--- src/rtl/core/sbbp_pkg.sv ---
// ----------------------------------------------------------------------------
// sbbp_pkg
// Shared types and constants of the seven-bit byte packer.
// ----------------------------------------------------------------------------
`default_nettype none

package sbbp_pkg;

    localparam int unsigned PACK_GROUP   = 8;
    localparam int unsigned UNPACK_GROUP = 7;
    localparam int unsigned Q_DEPTH      = 4;
    localparam int unsigned Q_AW         = $clog2(Q_DEPTH);

    localparam logic DIR_PACK   = 1'b0;
    localparam logic DIR_UNPACK = 1'b1;

    typedef struct packed {
        logic [7:0] byte_a;
        logic [7:0] byte_b;
        logic [7:0] byte_c;
        logic [1:0] n_direct;
        logic [3:0] n_total;
        logic       eos;
    } job_t;

endpackage

`default_nettype wire

--- src/rtl/core/sbbp_front.sv ---
// ----------------------------------------------------------------------------
// sbbp_front
// Accepts input items, runs the bit accumulator and turns each item that yields output into a job.
// ----------------------------------------------------------------------------
`default_nettype none

module sbbp_front (
    input  wire logic          aclk,
    input  wire logic          aresetn,
    input  wire logic          cfg_valid,
    output logic               cfg_ready,
    input  wire logic          cfg_data,
    input  wire logic          s_tvalid,
    output logic               s_tready,
    input  wire logic [7:0]    s_tdata,
    input  wire logic          s_tlast,
    input  wire logic          q_full,
    output logic               push,
    output sbbp_pkg::job_t     job
);
    import sbbp_pkg::*;

    logic        dir_reg,  dir_next;
    logic [13:0] buf_reg,  buf_next;
    logic [3:0]  cnt_reg,  cnt_next;
    logic [2:0]  pos_reg,  pos_next;

    logic        accept;

    assign cfg_ready = 1'b1;
    assign s_tready  = !q_full;
    assign accept    = s_tvalid && s_tready;

    always_comb begin
        logic [13:0] nb;
        logic [13:0] sh;
        logic [3:0]  nc;
        logic [3:0]  rem;
        logic [2:0]  p_new;
        logic [2:0]  last_pos;
        logic [1:0]  nd;
        logic [3:0]  nflush;
        logic [7:0]  ta;
        logic [6:0]  t7;

        job       = '0;
        dir_next  = dir_reg;
        buf_next  = buf_reg;
        cnt_next  = cnt_reg;
        pos_next  = pos_reg;
        nd        = 2'd0;
        sh        = '0;
        ta        = '0;
        t7        = '0;

        if (dir_reg == DIR_PACK) begin
            nb       = {buf_reg[6:0], s_tdata[7:1]};
            nc       = cnt_reg + 4'd7;
            rem      = nc;
            if (nc >= 4'd8) begin
                sh         = nb >> (nc - 4'd8);
                job.byte_a = sh[7:0];
                nd         = 2'd1;
                rem        = nc - 4'd8;
            end
            ta         = nb[7:0];
            job.byte_c = ta << (4'd8 - rem);
            last_pos   = 3'(PACK_GROUP - 1);
        end else begin
            nb       = {buf_reg[5:0], s_tdata};
            nc       = cnt_reg + 4'd8;
            sh       = nb >> (nc - 4'd7);
            job.byte_a = {sh[6:0], 1'b0};
            nd       = 2'd1;
            rem      = nc - 4'd7;
            if (rem >= 4'd7) begin
                sh         = nb >> (rem - 4'd7);
                job.byte_b = {sh[6:0], 1'b0};
                nd         = 2'd2;
                rem        = rem - 4'd7;
            end
            t7         = nb[6:0];
            t7         = t7 << (4'd7 - rem);
            job.byte_c = {t7, 1'b0};
            last_pos   = 3'(UNPACK_GROUP - 1);
        end

        p_new  = (pos_reg == last_pos) ? 3'd0 : pos_reg + 3'd1;
        nflush = (s_tlast && p_new != 3'd0) ? 4'd8 - {1'b0, p_new} : 4'd0;

        job.n_direct = nd;
        job.n_total  = {2'b00, nd} + nflush;
        job.eos      = s_tlast;

        if (accept) begin
            if (s_tlast) begin
                buf_next = '0;
                cnt_next = '0;
                pos_next = '0;
            end else begin
                buf_next = nb;
                cnt_next = rem;
                pos_next = p_new;
            end
        end

        if (cfg_valid && cfg_ready) begin
            dir_next = cfg_data;
            buf_next = '0;
            cnt_next = '0;
            pos_next = '0;
        end
    end

    assign push = accept && (job.n_total != 4'd0);

    always_ff @(posedge aclk) begin
        if (!aresetn) begin
            dir_reg <= DIR_PACK;
            buf_reg <= '0;
            cnt_reg <= '0;
            pos_reg <= '0;
        end else begin
            dir_reg <= dir_next;
            buf_reg <= buf_next;
            cnt_reg <= cnt_next;
            pos_reg <= pos_next;
        end
    end

endmodule

`default_nettype wire

--- src/rtl/core/sbbp_queue.sv ---
// ----------------------------------------------------------------------------
// sbbp_queue
// Short job queue between the front and the back.
// ----------------------------------------------------------------------------
`default_nettype none

module sbbp_queue (
    input  wire logic           aclk,
    input  wire logic           aresetn,
    input  wire logic           push,
    input  wire sbbp_pkg::job_t push_job,
    input  wire logic           pop,
    output sbbp_pkg::job_t      head,
    output logic                full,
    output logic                empty
);
    import sbbp_pkg::*;

    job_t              mem [Q_DEPTH];
    logic [Q_AW-1:0]   wr_ptr_reg, wr_ptr_next;
    logic [Q_AW-1:0]   rd_ptr_reg, rd_ptr_next;
    logic [Q_AW:0]     count_reg,  count_next;

    assign full  = (count_reg == (Q_AW+1)'(Q_DEPTH));
    assign empty = (count_reg == '0);
    assign head  = mem[rd_ptr_reg];

    always_comb begin
        wr_ptr_next = push ? wr_ptr_reg + 1'b1 : wr_ptr_reg;
        rd_ptr_next = pop  ? rd_ptr_reg + 1'b1 : rd_ptr_reg;
        count_next  = count_reg;
        if (push && !pop) begin
            count_next = count_reg + 1'b1;
        end else if (pop && !push) begin
            count_next = count_reg - 1'b1;
        end
    end

    always_ff @(posedge aclk) begin
        if (push) begin
            mem[wr_ptr_reg] <= push_job;
        end
    end

    always_ff @(posedge aclk) begin
        if (!aresetn) begin
            wr_ptr_reg <= '0;
            rd_ptr_reg <= '0;
            count_reg  <= '0;
        end else begin
            wr_ptr_reg <= wr_ptr_next;
            rd_ptr_reg <= rd_ptr_next;
            count_reg  <= count_next;
        end
    end

    a_no_push_full: assert property (@(posedge aclk) disable iff (!aresetn)
        !(push && full && !pop))
        else $error("push into full queue");

    a_no_pop_empty: assert property (@(posedge aclk) disable iff (!aresetn)
        !(pop && empty))
        else $error("pop from empty queue");

    a_count_track: assert property (@(posedge aclk) disable iff (!aresetn)
        (push && !pop) |=> (count_reg == $past(count_reg) + 1'b1))
        else $error("queue count lost a push");

endmodule

`default_nettype wire

--- src/rtl/core/sbbp_back.sv ---
// ----------------------------------------------------------------------------
// sbbp_back
// Walks each job and drives result items through an output register.
// ----------------------------------------------------------------------------
`default_nettype none

module sbbp_back (
    input  wire logic           aclk,
    input  wire logic           aresetn,
    input  wire sbbp_pkg::job_t head,
    input  wire logic           q_empty,
    output logic                pop,
    output logic                m_tvalid,
    input  wire logic           m_tready,
    output logic [7:0]          m_tdata,
    output logic                m_tlast,
    output logic                m_tuser
);
    import sbbp_pkg::*;

    logic       m_tvalid_reg, m_tvalid_next;
    logic [7:0] m_tdata_reg,  m_tdata_next;
    logic       m_tlast_reg,  m_tlast_next;
    logic       m_tuser_reg,  m_tuser_next;
    logic [2:0] idx_reg,      idx_next;

    logic       out_free;
    logic       is_last;
    logic [7:0] sel_byte;

    assign out_free = !m_tvalid_reg || m_tready;
    assign is_last  = ({1'b0, idx_reg} == head.n_total - 4'd1);

    always_comb begin
        if ({1'b0, idx_reg} < {1'b0, head.n_direct}) begin
            sel_byte = idx_reg[0] ? head.byte_b : head.byte_a;
        end else if ({1'b0, idx_reg} == {1'b0, head.n_direct}) begin
            sel_byte = head.byte_c;
        end else begin
            sel_byte = '0;
        end
    end

    always_comb begin
        pop           = 1'b0;
        idx_next      = idx_reg;
        m_tvalid_next = m_tvalid_reg;
        m_tdata_next  = m_tdata_reg;
        m_tlast_next  = m_tlast_reg;
        m_tuser_next  = m_tuser_reg;
        if (out_free && !q_empty) begin
            m_tvalid_next = 1'b1;
            m_tdata_next  = sel_byte;
            m_tlast_next  = is_last;
            m_tuser_next  = is_last && head.eos;
            if (is_last) begin
                pop      = 1'b1;
                idx_next = '0;
            end else begin
                idx_next = idx_reg + 3'd1;
            end
        end else if (m_tready) begin
            m_tvalid_next = 1'b0;
        end
    end

    always_ff @(posedge aclk) begin
        if (!aresetn) begin
            m_tvalid_reg <= 1'b0;
            idx_reg      <= '0;
        end else begin
            m_tvalid_reg <= m_tvalid_next;
            idx_reg      <= idx_next;
        end
        m_tdata_reg <= m_tdata_next;
        m_tlast_reg <= m_tlast_next;
        m_tuser_reg <= m_tuser_next;
    end

    assign m_tvalid = m_tvalid_reg;
    assign m_tdata  = m_tdata_reg;
    assign m_tlast  = m_tlast_reg;
    assign m_tuser  = m_tuser_reg;

    a_done_is_last: assert property (@(posedge aclk) disable iff (!aresetn)
        (m_tvalid && m_tuser) |-> m_tlast)
        else $error("stream end without run end");

    a_idx_in_job: assert property (@(posedge aclk) disable iff (!aresetn)
        !q_empty |-> ({1'b0, idx_reg} < head.n_total))
        else $error("job index past job length");

    a_idx_idle: assert property (@(posedge aclk) disable iff (!aresetn)
        q_empty |-> (idx_reg == '0))
        else $error("job index left over with empty queue");

endmodule

`default_nettype wire

--- src/rtl/core/seven_bit_byte_packer.sv ---
// ----------------------------------------------------------------------------
// seven_bit_byte_packer
// Packs septets into bytes (direction 0) or unpacks bytes into septets (1).
// ----------------------------------------------------------------------------
// Path: a taken item is written into the job queue, and the back loads its first result into the output register.
// Throughput: one item per cycle while the four-entry job queue has room;
//   results leave one per cycle while m_tready is held, and unpacking turns
//   every seven items into eight results.
// Reset: direction to pack, accumulator and group position cleared, job
//   queue empty, no result pending.
`default_nettype none

module seven_bit_byte_packer (
    input  wire logic       aclk,
    input  wire logic       aresetn,
    input  wire logic       cfg_valid,
    output logic            cfg_ready,
    input  wire logic       cfg_data,     // direction
    input  wire logic       s_tvalid,
    output logic            s_tready,
    input  wire logic [7:0] s_tdata,      // [7:0] data_byte
    input  wire logic       s_tlast,      // end_of_stream
    output logic            m_tvalid,
    input  wire logic       m_tready,
    output logic [7:0]      m_tdata,      // [7:0] out_byte
    output logic            m_tlast,      // run_last
    output logic            m_tuser       // [0] stream_done
);
    import sbbp_pkg::*;

    job_t push_job;
    job_t head;
    logic push;
    logic pop;
    logic q_full;
    logic q_empty;

    sbbp_front u_front (
        .aclk      (aclk),
        .aresetn   (aresetn),
        .cfg_valid (cfg_valid),
        .cfg_ready (cfg_ready),
        .cfg_data  (cfg_data),
        .s_tvalid  (s_tvalid),
        .s_tready  (s_tready),
        .s_tdata   (s_tdata),
        .s_tlast   (s_tlast),
        .q_full    (q_full),
        .push      (push),
        .job       (push_job)
    );

    sbbp_queue u_queue (
        .aclk     (aclk),
        .aresetn  (aresetn),
        .push     (push),
        .push_job (push_job),
        .pop      (pop),
        .head     (head),
        .full     (q_full),
        .empty    (q_empty)
    );

    sbbp_back u_back (
        .aclk     (aclk),
        .aresetn  (aresetn),
        .head     (head),
        .q_empty  (q_empty),
        .pop      (pop),
        .m_tvalid (m_tvalid),
        .m_tready (m_tready),
        .m_tdata  (m_tdata),
        .m_tlast  (m_tlast),
        .m_tuser  (m_tuser)
    );

endmodule

`default_nettype wire
--- config.mk ---
export PLATFORM = sky130hd
export DESIGN_NAME = seven_bit_byte_packer
export DESIGN_NICKNAME = d
export VERILOG_FILES = /design/src/rtl/core/sbbp_pkg.sv /design/src/rtl/core/sbbp_front.sv /design/src/rtl/core/sbbp_queue.sv /design/src/rtl/core/sbbp_back.sv /design/src/rtl/core/seven_bit_byte_packer.sv
export SDC_FILE = /design/constraint.sdc
export NUM_CORES = 1
export LEC_CHECK = 0
export ABC_AREA = 1
export BUFFER_PORTS_ARGS = -buffer_cell sky130_fd_sc_hd__buf_2
export CORE_AREA = 2 2 132 134
export CTS_CLUSTER_DIAMETER = 60
export DETAILED_ROUTE_END_ITERATION = 8
export DIE_AREA = 0 0 134 136
export PLACE_DENSITY = 0.64
export SETUP_SLACK_MARGIN = 0.3
export SLEW_MARGIN = 30
export SYNTH_ARGS = -nofsm -noshare
export SYNTH_HDL_FRONTEND = slang
export SYNTH_SLANG_ARGS = --single-unit
export TNS_END_PERCENT = 100
--- constraint.sdc ---
create_clock -name aclk -period 6.2 [get_ports aclk]
set_input_delay 0.31 -clock aclk [delete_from_list [all_inputs] [get_ports aclk]]
set_output_delay 0.31 -clock aclk [all_outputs]
set_load 0.03 [all_outputs]
==> flow_summary.json <==
{
  "die_y_um": 136,
  "grt_util_met2_pct": 35.44,
  "slew_headroom_pct": 49.72,
  "fmax_mhz": 207.3,
  "synth_fp_nets": 969,
  "setup.worst_path.start": "u_front.cnt_reg[0]",
  "cp.required_ns": 6.52,
  "synth_most_common_cell": "nand2_1",
  "dp_cells": 1152,
  "yosysWarnings": 0,
  "clk_latency_ns": 0.43,
  "worst_r2r_path_depth": 19,
  "post_drt_wl_per_cell_um": 16.61,
  "p_leak_nw": 3.571,
  "ctsResizeCount": 0,
  "rows": 48,
  "synth_top_cell_by_area": "edfxtp_1",
  "synth_edf_count": 130,
  "syn_avg_cell_area_um2": 8.884,
  "ios": 28,
  "p_sw_share_pct": 35.10,
  "rsz0062_at_grt": "no",
  "power_w": 0.003415,
  "pwr_density_cell_mw_per_mm2": 372.5,
  "dpl.hpwl_mm": 13.16,
  "switchingPower_w": 0.001199,
  "viasPerCell": 5.479,
  "track_usage_pct": 22.94,
  "cts_root_buf": "clkbuf_16",
  "reg2reg_slack_ns": 1.38,
  "pwr-share-seq_pct": 41.8,
  "final_cells": 1184,
  "place.gp.congestion": 0.9257,
  "antenna_found_initial": 0,
  "largest_reg_flops": 120,
  "grt_pass1_wl_mm": 31.75,
  "startpoint_type": "flop",
  "synth_area_leaders": "edfxtp_1, nand2_1, dfxtp_1",
  "reg2reg_from": "u_front.cnt_reg[0]",
  "arrival_ns": 5.14,
  "overflow": 0,
  "synth-seq-cells": 158,
  "design_area_mm2": 0.009168,
  "die_x_um": 134,
  "critPathSlowestCell": "dfxtp_1",
  "synth_top_area_share_pct": 47.04,
  "path_clk_slew_ns": 0.07,
  "initial_utilization_pct": 49.17,
  "path_max_fanout": 21,
  "finalHoldViolCount": 0,
  "ys.flop_type": "edfxtp_1",
  "syn-cell-area_mm2": 0.008298,
  "worstMarginPinSlew_ns": 0.7514,
  "grt_pass1_vias": 6056,
  "cts_max_level": 4,
  "skew_ns": 0.008019,
  "num_vias": 6487,
  "yosysSeqAreaShare_pct": 53.80,
  "dr.pass1.iters": 5,
  "ys_types": 46,
  "totalWireLength_mm": 19.67,
  "max_stage_delay_ns": 0.79,
  "cts.path.max_buffers": 2,
  "layout.nets": 981,
  "syn2layout_area_growth_pct": 10.48,
  "detail-route-antenna-nets": 0,
  "period_needed_ns": 4.825,
  "drive_gt1_share_pct": 10.95,
  "report.final.slew_viol_count": 0,
  "route.detailed.drc": 0,
  "synthCells": 934,
  "crit_top_cell": "inv_1",
  "dpl-instance-area_mm2": 0.008589,
  "outcome": "finished, final reports clean",
  "r2r_end": "u_queue.count_reg[1]",
  "setup_slack_ns": 1.375,
  "cts_tree": "built",
  "min_period_over_period_pct": 77.82,
  "netlist_top_cells_count": "nand2_1, edfxtp_1, nor2_1, o21ai_0, nand3_1",
  "internal_power_w": 0.002216,
  "cts.sinks": 158,
  "finalSetupTns_ns": 0,
  "setup_violations": 0,
  "core_area_mm2": 0.01688,
  "peakVddDrop_v": 0.0002269,
  "critPathKind": "reg -> reg",
  "grt_most_used_layer": "met2",
  "dr.first_iter.drc_count": 573,
  "die_area_mm2": 0.01822,
  "crit_end": "u_queue.count_reg[1]",
  "cts_hold_buf": 0,
  "numCtsBuffers": 17,
  "diodes": 0,
  "cts_setup_buffers": 0,
  "drv_cap": 0,
  "endpoint_kind": "flop",
  "power_frac_comb_pct": 28.4,
  "use_met1_pct": 31.60,
  "grt_max_degree": 61,
  "io_buffers": 26,
  "place_ws_ns": 1.429,
  "crit_chain": "inv_2 > ha_1 > nand3_4 > nand2_4 > o21ai_0 > ha_1 > inv_1 > fa_1 > inv_1 > or2_2 > nor2_1 > nand3_2 > nand2_1 > inv_1 > ha_1 > inv_1 > fa_1 > o21ai_0 > a21oi_1",
  "p_clk_share_pct": 29.7,
  "async_flop_share_pct": 0,
  "hold_path_class": "in -> reg",
  "grt_use_met3_pct": 5.481
}
power groups by stage:
stage	clock, W	combinational (W)	sequential, W
3_3_place_gp	0	0.000969	0.00145
2_1_floorplan	0	0.000631	0.00152
4_1_cts	0.00103	0.000978	0.00143
5_1_grt	0.00107	0.00110	0.00144
6_report	0.00102	0.000971	0.00143
3_5_place_dp	0	0.000974	0.00145
worst max-delay path, delay by kind of cell (launching register included):
| kind | cells | cell delay [ns] |
|---|---|---|
| adders and majority gates | 5 | 1.67 |
| and+or+nand+nor | 6 | 1.00 |
| DFF | 1 | 0.79 |
| AOI/OAI and AO/OA | 3 | 0.65 |
| buffers and inverters | 5 | 0.60 |
layout by cell type (no fill, tap or decap), types with 9 or more instances in the layout:
master       n
a21oi_1     40
dfxtp_1     27
o211ai_1    15
o22ai_1     27
ha_1        18
nand2_1    224
nand3_1     64
clkbuf_16   17
nand2_2      9
nor2_1      96
buf_2       26
edfxtp_1   130
o21ai_0     99
inv_1       61
buf_4        9
final cells by class:
| type | instances | area (µm²) |
|---|---|---|
| Inverter | 70 | 267.8 |
| Sequential cell | 158 | 4466 |
| Tap cell | 225 | 281.5 |
| Fill cell | 1567 | 7709 |
| Clock inverter | 15 | 152.6 |
| Clock buffer | 17 | 425.4 |
| Timing Repair Buffer | 35 | 197.7 |
| Multi-Input combinational cell | 664 | 3377 |
worst min-delay path by stage:
stage	to	startpoint	depth (start not counted)	slack, ns
after global routing	u_front.dir_reg	cfg_data	3	0.15
after floorplan	u_front.cnt_reg[0]	s_tlast	1	0.41
after global placement	u_front.buf_reg[1]	u_front.buf_reg[1]	2	0.46
final	u_front.dir_reg	cfg_data	3	0.12
after detailed placement	u_front.buf_reg[1]	u_front.buf_reg[1]	2	0.46
after CTS	u_front.dir_reg	cfg_data	3	0.11
metrics by stage:
stage          util [%]  hold WS [ns]
2_1_floorplan         -        0.4066
3_3_place_gp      50.90        0.4558
3_5_place_dp      50.90        0.4638
4_1_cts           54.32        0.1112
5_1_grt           54.32        0.1460
6_report          54.32        0.1216
logic make-up after synthesis:
logic type                 count (synthesis)  synth area share, %
buffers and inverters                    112                5.700
DFF                                      158                53.80
and+or+nand+nor                          421                21.55
AOI/OAI and AO/OA                        216                14.99
adders and majority gates                 20                3.197
other                                      1              0.04519
xor gates and xnor gates                   6               0.7238
layer usage:
metal / vias up / routed length [µm]
met1: 3000 / 9274
li1: 3258 / -
met5: - / 0
met2: 191 / 8769
met4: 0 / 443
met3: 38 / 1180
Note: power is estimated with default switching activity, not from simulation.
